$ cat src/sv/shd_pkg.sv
`timescale 1ns / 1ps
package shd_pkg;

   localparam int SHADE_ROWS_DEFAULT = 64;
   localparam int MAX_BLOCK_DEFAULT  = 16;
   localparam int LIGHT_W            = 16;
   localparam int CORNER_W           = 14;
   localparam int TEXEL_W            = 8;
   localparam int ENTRY_ADDR_W       = 16;
   localparam int SIZE_W             = 5;
   localparam int QUEUE_DEPTH        = 4;
   localparam logic [LIGHT_W-1:0] SHADE_MASK = 16'hFF00;

   typedef enum logic [1:0] {
      OP_LOAD  = 2'd0,
      OP_START = 2'd1,
      OP_TEXEL = 2'd2
   } op_type;

   typedef struct packed {
      logic [1:0]          opcode;
      logic [13:0]         table_address;
      logic [7:0]          table_value;
      logic [CORNER_W-1:0] top_left_light;
      logic [CORNER_W-1:0] top_right_light;
      logic [CORNER_W-1:0] bottom_left_light;
      logic [CORNER_W-1:0] bottom_right_light;
      logic [TEXEL_W-1:0]  texel;
   } req_beat_type;

   typedef struct packed {
      logic [7:0] shaded_pixel;
      logic       row_end;
      logic       block_end;
   } rsp_beat_type;

   typedef logic [1:0] csr_beat_type;

   // one colormap access handed from front to back
   typedef struct packed {
      logic                    is_write;
      logic [ENTRY_ADDR_W-1:0] addr;
      logic [7:0]              data;
      logic                    row_end;
      logic                    block_end;
   } entry_type;

endpackage

$ cat src/sv/shd_queue.sv
`timescale 1ns / 1ps
module shd_queue (
   input  logic                clock,
   input  logic                reset,
   input  logic                push,
   input  shd_pkg::entry_type  push_entry,
   output logic                full,
   input  logic                pop,
   output logic                head_valid,
   output shd_pkg::entry_type  head_entry
);

   localparam int PW = $clog2(shd_pkg::QUEUE_DEPTH);

   shd_pkg::entry_type slot_ff [shd_pkg::QUEUE_DEPTH];
   logic [PW-1:0]      wr_ptr_ff, rd_ptr_ff;
   logic [PW:0]        count_ff;
   logic               do_pop;

   assign full       = count_ff == (PW + 1)'(shd_pkg::QUEUE_DEPTH);
   assign head_valid = count_ff != '0;
   assign head_entry = slot_ff[rd_ptr_ff];
   assign do_pop     = pop && head_valid;

   always_ff @(posedge clock) begin
      if (push) begin
         slot_ff[wr_ptr_ff] <= push_entry;
      end
   end

   always_ff @(posedge clock) begin
      if (reset) begin
         wr_ptr_ff <= '0;
         rd_ptr_ff <= '0;
         count_ff  <= '0;
      end else begin
         if (push) begin
            wr_ptr_ff <= wr_ptr_ff + 1'b1;
         end
         if (do_pop) begin
            rd_ptr_ff <= rd_ptr_ff + 1'b1;
         end
         if (push && !do_pop) begin
            count_ff <= count_ff + 1'b1;
         end else if (!push && do_pop) begin
            count_ff <= count_ff - 1'b1;
         end
      end
   end

endmodule

$ cat config.mk
export PLATFORM = sky130hd
export DESIGN_NAME = shd_queue
export DESIGN_NICKNAME = d
export VERILOG_FILES = /design/src/sv/shd_pkg.sv /design/src/sv/shd_queue.sv
export SDC_FILE = /design/constraint.sdc
export NUM_CORES = 1
export LEC_CHECK = 0
export BUFFER_PORTS_ARGS = -buffer_cell sky130_fd_sc_hd__buf_2
export CORE_MARGIN = 4
export CORE_UTILIZATION = 34
export CTS_CLUSTER_DIAMETER = 150
export DETAILED_ROUTE_END_ITERATION = 16
export PLACE_DENSITY = 0.59
export RECOVER_POWER = 100
export SYNTH_ARGS = -nofsm -noshare
export SYNTH_HDL_FRONTEND = slang
export SYNTH_SLANG_ARGS = --single-unit
export TNS_END_PERCENT = 30
$ cat constraint.sdc
create_clock -name clock -period 3.52 [get_ports clock]
set_input_delay 0.704 -clock clock [delete_from_list [all_inputs] [get_ports clock]]
set_output_delay 0.704 -clock clock [all_outputs]
set_load 0.01 [all_outputs]
==> impl_metrics.py <==
metrics = {
    "clock_network": {
        "cts_buffer_depth": 2,
        "numCtsBuffers": 17,
        "htreeDepth": 4,
        "tritoncts": "built",
        "root_buffer": "clkbuf_16",
        "post-cts-setup-buffer-count": 0,
        "post_cts_resized": 0,
        "hold_buffers": 0,
        "clk_pin_slew_ns": 0.05,
        "worstSkewPairLatency_ns": 0.41,
        "clock-sinks": 117,
    },
    "sta": {
        "slew-limit-headroom_pct": -47.93,
        "rsz0062_at_grt": "false",
        "setup_tns_ns": 0,
        "fin_skew_ns": 0.006362,
        "clock.fmax_mhz": 335.4,
        "timing.final.crit_share_pct": 84.70,
        "finalMaxSlewViolations": 112,
        "period_needed_ns": 2.981,
        "finalHoldViolCount": 0,
        "setup_violations": 0,
        "timing_worst_slew_pin_value_ns": 2.218,
    },
    "critical_path": {
        "cp-start-kind": "flip-flop",
        "critPathMaxStageDelay_ns": 0.76,
        "cp-end-kind": "output port",
        "crit_required_ns": 2.82,
        "cp_cell_sequence": "buf_4 > mux4_1 > clkbuf_1",
        "cp.arrival_ns": 2.28,
        "cpLargestDelayFamily": "flip-flops",
        "critical_path_buf_inv_count": 2,
        "path_class": "flip-flop to output port",
        "critPathMaxFanout": 11,
        "cpMaxStageDelayCell": "dfxtp_1",
    },
    "drt": {
        "num_vias": 2004,
        "drt_iter0_markers": 91,
        "wirelength_mm": 7.769,
        "wl_per_cell_um": 17.50,
        "drc": 0,
        "via_per_inst": 4.514,
        "dr.pass1.iters": 4,
        "ant_nets": 0,
    },
    "floorplanning": {
        "rows": 41,
        "die_y_um": 121.5,
        "ios": 60,
        "dieArea_um2": 14770,
        "start_util_pct": 34.73,
        "die_x_um": 121.5,
        "coreArea_um2": 12620,
    },
    "synthesis": {
        "ys_seq_area_share_pct": 78.10,
        "synthTopCellsByCount": "edfxtp_1 (108), mux4_2 (20), dfxtp_1 (9), mux4_1 (7), nor2_1 (7)",
        "avgSynthCellArea_um2": 23.69,
        "yosysTopAreaCellShare_pct": 73.99,
        "synth_edf_count": 108,
        "synth_cells": 185,
        "synth_area_leaders": "edfxtp_1 (74%), mux4_2 (10%), mux4_1 (4.2%)",
        "synth_top_area_cell": "edfxtp_1",
        "ys.flop_type": "edfxtp_1",
        "syn-cell-area_um2": 4383,
        "synth.lib_cells_used.distinct": 22,
        "synthArstFlopShare_pct": 0,
        "synth_nets": 222,
        "ys_ff_latch": 117,
        "yosys_warnings": 0,
        "synth_most_common_cell": "edfxtp_1",
    },
    "global_route": {
        "grt_use_total_pct": 11.46,
        "grt_max_degree": 28,
        "antenna_found_initial": 0,
        "grt_pass1_vias": 2168,
        "grt_pass1_wl_mm": 12.08,
        "overflow": 0,
    },
    "final_layout": {
        "fin_cells": 444,
        "area.growth.synth_to_final_pct": 23.52,
        "diodes": 0,
        "drive_above_1_share_pct": 21.69,
        "nets": 296,
        "multi_input_area_um2": 878.3,
        "final_util_pct": 42.90,
        "fillCellCount": 1149,
        "final_area_um2": 5414,
        "seqCellArea_um2": 3423,
    },
    "placement": {
        "gp_congestion": 0.6875,
        "dpl.hpwl_mm": 4.706,
        "placed_cell_area_um2": 4852,
        "io_buffers": 59,
        "dp.cells": 412,
    },
    "pwr": {
        "comb_power_share_pct": 16.0,
        "fin_total_pwr_mw": 4.193,
        "p_switching_mw": 0.9967,
        "powerDensity_nw_per_um2": 774.5,
        "p_seq_share_pct": 40.4,
        "power.leakage_nw": 1.754,
        "p_int_mw": 3.196,
        "switching_share_pct": 23.77,
        "clockPowerShare_pct": 43.7,
        "ir_drop_mv": 0.3685,
    },
    "outcome": {
        "violations": "max-capacitance violations, max-slew violations",
        "status": "complete, but fails checks",
    },
    "worst_hold_path": {
        "hold_path_class": "flip-flop to flip-flop",
    },
    "run": {
        "max_cap_viol_count": 4,
    },
}
cell families (layout without fill, tap and decap cells):
| kind of cell | Yosys count | in the layout | share of synthesized area (%) |
|---|---|---|---|
| AO/OA/AOI/OAI | 4 | 4 | 0.5994 |
| adder cells (fa/ha/maj) | 6 | 6 | 1.884 |
| XOR/XNOR | 5 | 5 | 0.9991 |
| AND/OR/NAND/NOR | 14 | 14 | 1.627 |
| flip-flops | 117 | 117 | 78.10 |
| multiplexers | 29 | 29 | 14.93 |
| buffers and inverters | 10 | 97 | 1.855 |
path summary, 6_finish.rpt:
| kind | start | endpoint | slack (ns) | cells after the start |
|---|---|---|---|---|
| min reg2reg | rd_ptr_ff[0] | flip-flop | 0.53 | 2 |
| min | rd_ptr_ff[0] | flip-flop | 0.53 | 2 |
| max reg2reg | wr_ptr_ff[0] | slot_ff[1][15] | 0.91 | 2 |
| max | flip-flop | head_entry[13] | 0.54 | 3 |
layout by cell type, fill, tap and decap left out, types with 2 or more instances in the layout:
cell type     n
inv_1         3
buf_4         2
ha_1          5
dfxtp_1       9
and2_0        4
clkinv_2      3
or3_1         2
xor2_1        4
clkinv_1      2
mux4_2       20
buf_2         6
nor2_1        7
clkinvlp_4    4
edfxtp_1    108
clkbuf_16    17
bufinv_16     5
mux2i_1       2
mux4_1        7
clkbuf_1     53
per-stage QoR:
stage	hold WS, ns	setup slack (ns)
finish	0.5278	0.5387
CTS	0.4924	0.6990
global route	0.5509	0.3645
global placement	0.5181	1.153
floorplan	0.4837	1.429
detailed placement	0.5137	1.142
flip-flops by register name (all words and copies together) (netlist names), named ones only:
name and flops:
slot_ff 108, wr_ptr_ff 2, count_ff 3, rd_ptr_ff 2
power by group through the flow:
stage / Sequential, mW / Combinational [mW] / Clock [mW]
floorplan: 1.67 / 0.558 / 0
global placement: 1.72 / 0.719 / 0
detailed placement: 1.72 / 0.724 / 0
CTS: 1.70 / 0.727 / 1.87
global route: 1.71 / 0.736 / 1.93
finish: 1.69 / 0.670 / 1.83
layer usage:
| metal | wire (um) | vias to the layer above | part of all wire (%) | track usage (%) |
|---|---|---|---|---|
| met3 | 459 | 11 | 5.9 | 4.968 |
| met5 | 0 | - | 0 | 0 |
| met1 | 3377 | 1012 | 43 | 13.60 |
| li1 | - | 926 | - | - |
| met4 | 124 | 0 | 1.6 | 5.042 |
| met2 | 3807 | 55 | 49 | 18.24 |
worst reg2reg max path, stage by stage, from the launching register on:
cell	delay, ns
dfxtp_1	0.39
ha_1	0.16
and2_0	1.63
layout make-up:
type / count / share of cell area (%)
Clock buffer: 17 / 7.858
Clock inverter: 15 / 3.906
Inverter: 3 / 0.2080
Multi-Input combinational cell: 58 / 16.22
Sequential cell: 117 / 63.23
Tap cell: 172 / 3.975
Timing Repair Buffer: 62 / 4.599
(Power assumes the default switching activity.)
