### config.mk
export PLATFORM = sky130hd
export DESIGN_NAME = shd_front_flat
export DESIGN_NICKNAME = d
export VERILOG_FILES = /design/src/sv/shd_pkg.sv /design/src/sv/shd_if.sv /design/src/sv/shd_front.sv /design/src/flat_wrapper.sv
export SDC_FILE = /design/constraint.sdc
export NUM_CORES = 1
export LEC_CHECK = 0
export ABC_AREA = 1
export BUFFER_PORTS_ARGS = -buffer_cell sky130_fd_sc_hd__buf_2
export CAP_MARGIN = 20
export CORE_MARGIN = 2
export CORE_UTILIZATION = 27
export DETAILED_ROUTE_END_ITERATION = 12
export GPL_TIMING_DRIVEN = 0
export PLACE_DENSITY_LB_ADDON = 0.15
export SYNTH_ARGS = -nofsm -noshare
export SYNTH_HDL_FRONTEND = slang
export SYNTH_SLANG_ARGS = --single-unit
### constraint.sdc
create_clock -name clock -period 8.3 [get_ports clock]
set_input_delay 0 -clock clock [delete_from_list [all_inputs] [get_ports clock]]
set_output_delay 0 -clock clock [all_outputs]
set_load 0.01 [all_outputs]
### src/sv/shd_pkg.sv
`timescale 1ns / 1ps
package shd_pkg;

   localparam int SHADE_ROWS_DEFAULT = 64;
   localparam int MAX_BLOCK_DEFAULT  = 16;
   localparam int LIGHT_W            = 16;
   localparam int CORNER_W           = 14;
   localparam int TEXEL_W            = 8;
   localparam int ENTRY_ADDR_W       = 16;
   localparam int SIZE_W             = 5;
   localparam int QUEUE_DEPTH        = 4;
   localparam logic [LIGHT_W-1:0] SHADE_MASK = 16'hFF00;

   typedef enum logic [1:0] {
      OP_LOAD  = 2'd0,
      OP_START = 2'd1,
      OP_TEXEL = 2'd2
   } op_type;

   typedef struct packed {
      logic [1:0]          opcode;
      logic [13:0]         table_address;
      logic [7:0]          table_value;
      logic [CORNER_W-1:0] top_left_light;
      logic [CORNER_W-1:0] top_right_light;
      logic [CORNER_W-1:0] bottom_left_light;
      logic [CORNER_W-1:0] bottom_right_light;
      logic [TEXEL_W-1:0]  texel;
   } req_beat_type;

   typedef struct packed {
      logic [7:0] shaded_pixel;
      logic       row_end;
      logic       block_end;
   } rsp_beat_type;

   typedef logic [1:0] csr_beat_type;

   // one colormap access handed from front to back
   typedef struct packed {
      logic                    is_write;
      logic [ENTRY_ADDR_W-1:0] addr;
      logic [7:0]              data;
      logic                    row_end;
      logic                    block_end;
   } entry_type;

endpackage

### src/sv/shd_if.sv
`timescale 1ns / 1ps
interface shd_req_if;
   logic                       valid;
   logic                       ready;
   shd_pkg::req_beat_type      payload;
   modport source  (output valid, output payload, input ready);
   modport sink    (input valid, input payload, output ready);
   modport monitor (input valid, input payload, input ready);
endinterface


interface shd_csr_if;
   logic                       valid;
   logic                       ready;
   shd_pkg::csr_beat_type      payload;
   modport source  (output valid, output payload, input ready);
   modport sink    (input valid, input payload, output ready);
   modport monitor (input valid, input payload, input ready);
endinterface

### src/sv/shd_front.sv
`timescale 1ns / 1ps
module shd_front #(
   parameter int SHADE_ROWS = shd_pkg::SHADE_ROWS_DEFAULT,
   parameter int MAX_BLOCK  = shd_pkg::MAX_BLOCK_DEFAULT
) (
   input  logic                clock,
   input  logic                reset,
   shd_req_if.sink             req_if,
   shd_csr_if.sink             csr_if,
   input  logic                q_full,
   output logic                q_push,
   output shd_pkg::entry_type  q_entry
);

   localparam int CW         = $clog2(MAX_BLOCK);
   localparam int STORE_SIZE = SHADE_ROWS * 256;
   localparam int RW         = $clog2(SHADE_ROWS);
   localparam int LW         = shd_pkg::LIGHT_W;

   logic [1:0]    mip_ff;
   logic [LW-1:0] left_ff, left_in;
   logic [LW-1:0] right_ff, right_in;
   logic [LW-1:0] lstep_ff, lstep_in;
   logic [LW-1:0] rstep_ff, rstep_in;
   logic [LW-1:0] span_ff, span_in;
   logic [LW-1:0] sstep_ff, sstep_in;
   logic [CW-1:0] col_ff, col_in;
   logic [CW-1:0] row_ff, row_in;

   logic                      fire;
   logic [2:0]                sh;
   logic [shd_pkg::SIZE_W-1:0] size;
   logic signed [LW:0]        dl, dr, ds;
   logic signed [LW:0]        dl_sh, dr_sh, ds_sh;
   logic [LW-1:0]             light_cur, step_cur, masked;
   logic [7:0]                shade_raw, shade_row;
   logic [CW:0]               col_inc;
   logic [CW:0]               row_inc;
   logic                      rend, bend;
   logic                      load_ok;
   shd_pkg::req_beat_type     beat;

   assign beat          = req_if.payload;
   assign req_if.ready  = !q_full;
   assign csr_if.ready  = 1'b1;
   assign fire          = req_if.valid && req_if.ready;

   always_ff @(posedge clock) begin
      if (reset) begin
         mip_ff <= '0;
      end else if (csr_if.valid) begin
         mip_ff <= csr_if.payload;
      end
   end

   always_comb begin
      sh   = 3'd4 - {1'b0, mip_ff};
      size = shd_pkg::SIZE_W'(16) >> mip_ff;
      if (size > shd_pkg::SIZE_W'(MAX_BLOCK)) begin
         size = shd_pkg::SIZE_W'(MAX_BLOCK);
      end

      dl    = $signed({3'b000, beat.bottom_left_light}) - $signed({3'b000, beat.top_left_light});
      dr    = $signed({3'b000, beat.bottom_right_light})
              - $signed({3'b000, beat.top_right_light});
      ds    = $signed({left_ff[LW-1], left_ff}) - $signed({right_ff[LW-1], right_ff});
      dl_sh = dl >>> sh;
      dr_sh = dr >>> sh;
      ds_sh = ds >>> sh;

      light_cur = (col_ff == '0) ? right_ff : span_ff;
      step_cur  = (col_ff == '0) ? ds_sh[LW-1:0] : sstep_ff;

      masked    = light_cur & shd_pkg::SHADE_MASK;
      shade_raw = {1'b0, masked[14:8]};
      if (light_cur[LW-1]) begin
         shade_row = '0;
      end else if (shade_raw > 8'(SHADE_ROWS - 1)) begin
         shade_row = 8'(SHADE_ROWS - 1);
      end else begin
         shade_row = shade_raw;
      end

      col_inc = {1'b0, col_ff} + 1'b1;
      row_inc = {1'b0, row_ff} + 1'b1;
      rend    = shd_pkg::SIZE_W'(col_inc) >= size;
      bend    = rend && (shd_pkg::SIZE_W'(row_inc) >= size);
      load_ok = 17'(beat.table_address) < 17'(STORE_SIZE);
   end

   always_comb begin
      left_in  = left_ff;
      right_in = right_ff;
      lstep_in = lstep_ff;
      rstep_in = rstep_ff;
      span_in  = span_ff;
      sstep_in = sstep_ff;
      col_in   = col_ff;
      row_in   = row_ff;
      q_push   = 1'b0;
      q_entry  = '0;
      unique case (beat.opcode)
         shd_pkg::OP_LOAD: begin
            q_push           = fire && load_ok;
            q_entry.is_write = 1'b1;
            q_entry.addr     = shd_pkg::ENTRY_ADDR_W'(beat.table_address);
            q_entry.data     = beat.table_value;
         end
         shd_pkg::OP_START: begin
            left_in  = LW'(beat.top_left_light);
            right_in = LW'(beat.top_right_light);
            lstep_in = dl_sh[LW-1:0];
            rstep_in = dr_sh[LW-1:0];
            col_in   = '0;
            row_in   = '0;
         end
         shd_pkg::OP_TEXEL: begin
            q_push            = fire;
            q_entry.is_write  = 1'b0;
            q_entry.addr      = shd_pkg::ENTRY_ADDR_W'({shade_row[RW-1:0], beat.texel});
            q_entry.row_end   = rend;
            q_entry.block_end = bend;
            span_in  = light_cur + step_cur;
            sstep_in = step_cur;
            col_in   = rend ? '0 : col_inc[CW-1:0];
            if (rend) begin
               left_in  = left_ff + lstep_ff;
               right_in = right_ff + rstep_ff;
               row_in   = bend ? '0 : row_inc[CW-1:0];
            end
         end
         default: begin
         end
      endcase
   end

   always_ff @(posedge clock) begin
      if (reset) begin
         left_ff  <= '0;
         right_ff <= '0;
         lstep_ff <= '0;
         rstep_ff <= '0;
         span_ff  <= '0;
         sstep_ff <= '0;
         col_ff   <= '0;
         row_ff   <= '0;
      end else if (fire) begin
         left_ff  <= left_in;
         right_ff <= right_in;
         lstep_ff <= lstep_in;
         rstep_ff <= rstep_in;
         span_ff  <= span_in;
         sstep_ff <= sstep_in;
         col_ff   <= col_in;
         row_ff   <= row_in;
      end
   end

endmodule

### src/flat_wrapper.sv
// flat-port wrapper written by rule: the top's interface ports become plain ports
module shd_front_flat 
#(
   parameter int SHADE_ROWS = shd_pkg::SHADE_ROWS_DEFAULT,
   parameter int MAX_BLOCK  = shd_pkg::MAX_BLOCK_DEFAULT
)
  (clock, reset, q_full, q_push, q_entry, req_if_valid, req_if_payload, req_if_ready, csr_if_valid, csr_if_payload, csr_if_ready);
  shd_req_if req_if_i ();
  shd_csr_if csr_if_i ();
  input  logic clock;
  input  logic reset;
  input  logic q_full;
  output logic q_push;
  output shd_pkg::entry_type q_entry;
  input wire logic [$bits(req_if_i.valid)-1:0] req_if_valid;
  input wire logic [$bits(req_if_i.payload)-1:0] req_if_payload;
  output wire logic [$bits(req_if_i.ready)-1:0] req_if_ready;
  input wire logic [$bits(csr_if_i.valid)-1:0] csr_if_valid;
  input wire logic [$bits(csr_if_i.payload)-1:0] csr_if_payload;
  output wire logic [$bits(csr_if_i.ready)-1:0] csr_if_ready;
  assign req_if_i.valid = req_if_valid;
  assign req_if_i.payload = req_if_payload;
  assign req_if_ready = req_if_i.ready;
  assign csr_if_i.valid = csr_if_valid;
  assign csr_if_i.payload = csr_if_payload;
  assign csr_if_ready = csr_if_i.ready;
  shd_front #(.SHADE_ROWS(SHADE_ROWS), .MAX_BLOCK(MAX_BLOCK)) u_core (.clock(clock), .reset(reset), .req_if(req_if_i), .csr_if(csr_if_i), .q_full(q_full), .q_push(q_push), .q_entry(q_entry));
endmodule
==> flow_summary.json <==
{
  "clk_latency_ns": 0.38,
  "min_path_type": "in2reg",
  "synth_compound_area_share_pct": 21.5,
  "dpl.hpwl_mm": 35.8,
  "ys_warn_count": 0,
  "synth-simple-area-share_pct": 30.0,
  "synth_enable_flop_cells": 0,
  "timing.rr.start": "u_core.mip_ff[0]",
  "p_leak_uw": 0.00635,
  "wl_mm": 44.3,
  "clk_pin_slew_ns": 0.09,
  "worst-slew-pin-transition_ns": 1.01,
  "antenna_found_initial": 0,
  "grt_max_degree": 18,
  "ys.flop_type": "dfxtp_1",
  "cp.arrival_ns": 6.55,
  "h-tree-depth": 3,
  "nFillCells": 4484,
  "grt.total_usage_pct": 21.2,
  "vdd_ir_drop_max_uv": 104,
  "startpoint": "u_core.mip_ff[0]",
  "min_from": "req_if_payload[51]",
  "core_area_um2": 39900,
  "dr_total_vias": 12100,
  "critPathCaptureType": "flip-flop",
  "p_total_uw": 1890,
  "ctsRootBufferMaster": "clkbuf_16",
  "setup_viol": 0,
  "cts_sinks": 104,
  "status": "completed",
  "drive_gt1_share_pct": 11.3,
  "cts.path.max_buffers": 2,
  "clock_skew_ns": 0.0134,
  "synth_xor_area_share_pct": 3.52,
  "seq_area_frac_synth_pct": 19.0,
  "firstDrtPassIters": 5,
  "critPathMaxStageDelay_ns": 0.73,
  "rsz0062_at_grt": "no",
  "cp_slowest_cell": "clkbuf_1",
  "cts_buffers": 9,
  "cap_violations": 0,
  "die_y_um": 205,
  "drc": 0,
  "cts_tree": "built",
  "crit_required_ns": 8.59,
  "ios": 125,
  "ys_ff_latch": 104,
  "path_class": "reg2reg",
  "max_slew_margin_pct": 33.0,
  "viasPerCell": 4.98,
  "io_buffers": 120,
  "synthAdderAreaFrac_pct": 13.3,
  "synth_cell_types": 53,
  "grt-ovfl-total": 0,
  "start_util_pct": 27.4,
  "drtIter0Drc": 695,
  "syn_avg_cell_area_um2": 6.23,
  "crit_buf_inv": 10,
  "syn_inst": 1757,
  "ant_nets": 0,
  "fin_crit_ns": 6.26,
  "cts_setup_buffers": 0,
  "synth.largest_area_cell": "dfxtp_1",
  "die_area_um2": 42200,
  "synth_mux_area_share_pct": 0.549,
  "slew_viol_final": 0,
  "cp_common_cell": "nand2_1",
  "grt_pass1_wl_mm": 67.5,
  "final_hold_viol_count": 0,
  "start_kind": "flip-flop",
  "wl_per_cell_um": 18.2,
  "synth_area_um2": 10900,
  "finalNetCount": 2109,
  "power_density_nw_per_um2": 150,
  "rows": 73,
  "synth_area_leaders": "dfxtp_1, nand2_1, ha_1, inv_1, nand3_1",
  "synth_top_family_by_area": "simple AND/OR/NAND/NOR gates",
  "post-route-period-util_pct": 75.4,
  "async_reset_ff_share_pct": 0,
  "synth.top_cell.area_share_pct": 19.0,
  "gp_congestion": 0.934,
  "tns_ns": 0,
  "area_delta_synth_final_pct": 15.4,
  "worstPathMaxFanout": 12,
  "max_freq_mhz": 160,
  "grt_pass1_vias": 11800,
  "fp.dieW_um": 205,
  "critPathTopFamily": "buffers and inverters",
  "mostFrequentLayoutCells": "nand2_1, inv_1, nand3_1",
  "final_common_cell": "nand2_1"
}
## cells by family after synthesis
group	count (synthesis)
and+or+nand+nor	745
AOI/OAI and AO/OA	421
buffers and inverters	322
adders and majority gates	113
DFF	104
xor gates and xnor gates	44
muxes	6
other	2
## sequential cells by signal (all words and copies together) (netlist names)
signal	cells
u_core.left_ff	16
u_core.right_ff	16
u_core.lstep_ff	15
u_core.rstep_ff	15
u_core.sstep_ff	16
u_core.mip_ff	2
u_core.span_ff	16
u_core.col_ff	4
u_core.row_ff	4
## stage by stage
stage | worst slack [ns] | hold WS, ns | instances | util, % | instance area, um2
after global placement | 2.12 | 0.262 | 2403 | 30.6 | 12200
after global routing | 1.82 | 0.0343 | 2431 | 31.6 | 12600
after detailed placement | 2.15 | 0.248 | 2403 | 30.6 | 12200
final | 2.04 | 0.0119 | 2432 | 31.6 | 12600
after floorplan | 4.21 | 0.0510 | 1758 | - | 11000
after CTS | 2.12 | 0.00483 | 2431 | 31.6 | 12600
## synth_stat cells (6+ instances only)
master,n
a211oi_1,8
a21oi_1,154
a22o_1,8
a31oi_1,15
and2_1,6
buf_1,7
clkbuf_1,47
dfxtp_1,104
fa_1,6
ha_1,107
inv_1,241
inv_2,6
mux2i_1,6
nand2_1,408
nand2_2,20
nand3_1,175
nand3_2,16
nand4_1,9
nor2_1,86
o211ai_1,12
o21a_1,13
o21ai_0,149
o21ai_1,21
o21bai_1,14
or2_2,11
xnor2_1,15
xor2_1,29
## timing repair
action / in CTS / in global routing
hold buffers: 12 / 0
hold endpoints to repair: 9 / 0
gates resized for setup: 0 / 0
## worst min-delay path, delay by kind of cell
kind / cells / cell delay (ns)
compound gates: 2 / 0.21
buf+inv: 1 / 0.12
## per-layer routing
| layer | wire length [um] | part of all wire (%) | GRT usage [%] |
|---|---|---|---|
| met1 | 20300 | 46 | 27.5 |
| met5 | 0 | 0 | 0 |
| met2 | 21000 | 47 | 36.4 |
| met4 | 1250 | 2.8 | 7.53 |
| met3 | 1770 | 4.0 | 2.19 |
## cell type report
type                            instances  area (um2)  share of cell area, %
Clock buffer                           12         267                   2.11
Multi-Input combinational cell       1332        7550                   59.8
Clock inverter                          4        32.5                  0.258
Timing Repair Buffer                  132         721                   5.71
Inverter                              250         952                   7.54
Antenna cell                            1        2.50                 0.0198
Tap cell                              525         657                   5.20
Buffer                                 72         362                   2.86
Sequential cell                       104        2080                   16.5
## worst paths after layout
path / to / slack, ns / cells after the start
hold reg to reg: u_core.col_ff[3] / 0.47 / 2
setup / recovery: u_core.span_ff[12] / 2.04 / 27
hold / removal: u_core.left_ff[1] / 0.01 / 3
setup reg to reg: u_core.span_ff[12] / 2.04 / 27
## power by group
group	total (uW)	leakage, uW	switching, uW	internal (uW)
logic	895	0.00536	600	295
registers	531	0.000844	13.9	517
clock network	465	0.000142	233	231
Power figures use the tool's default switching activity.
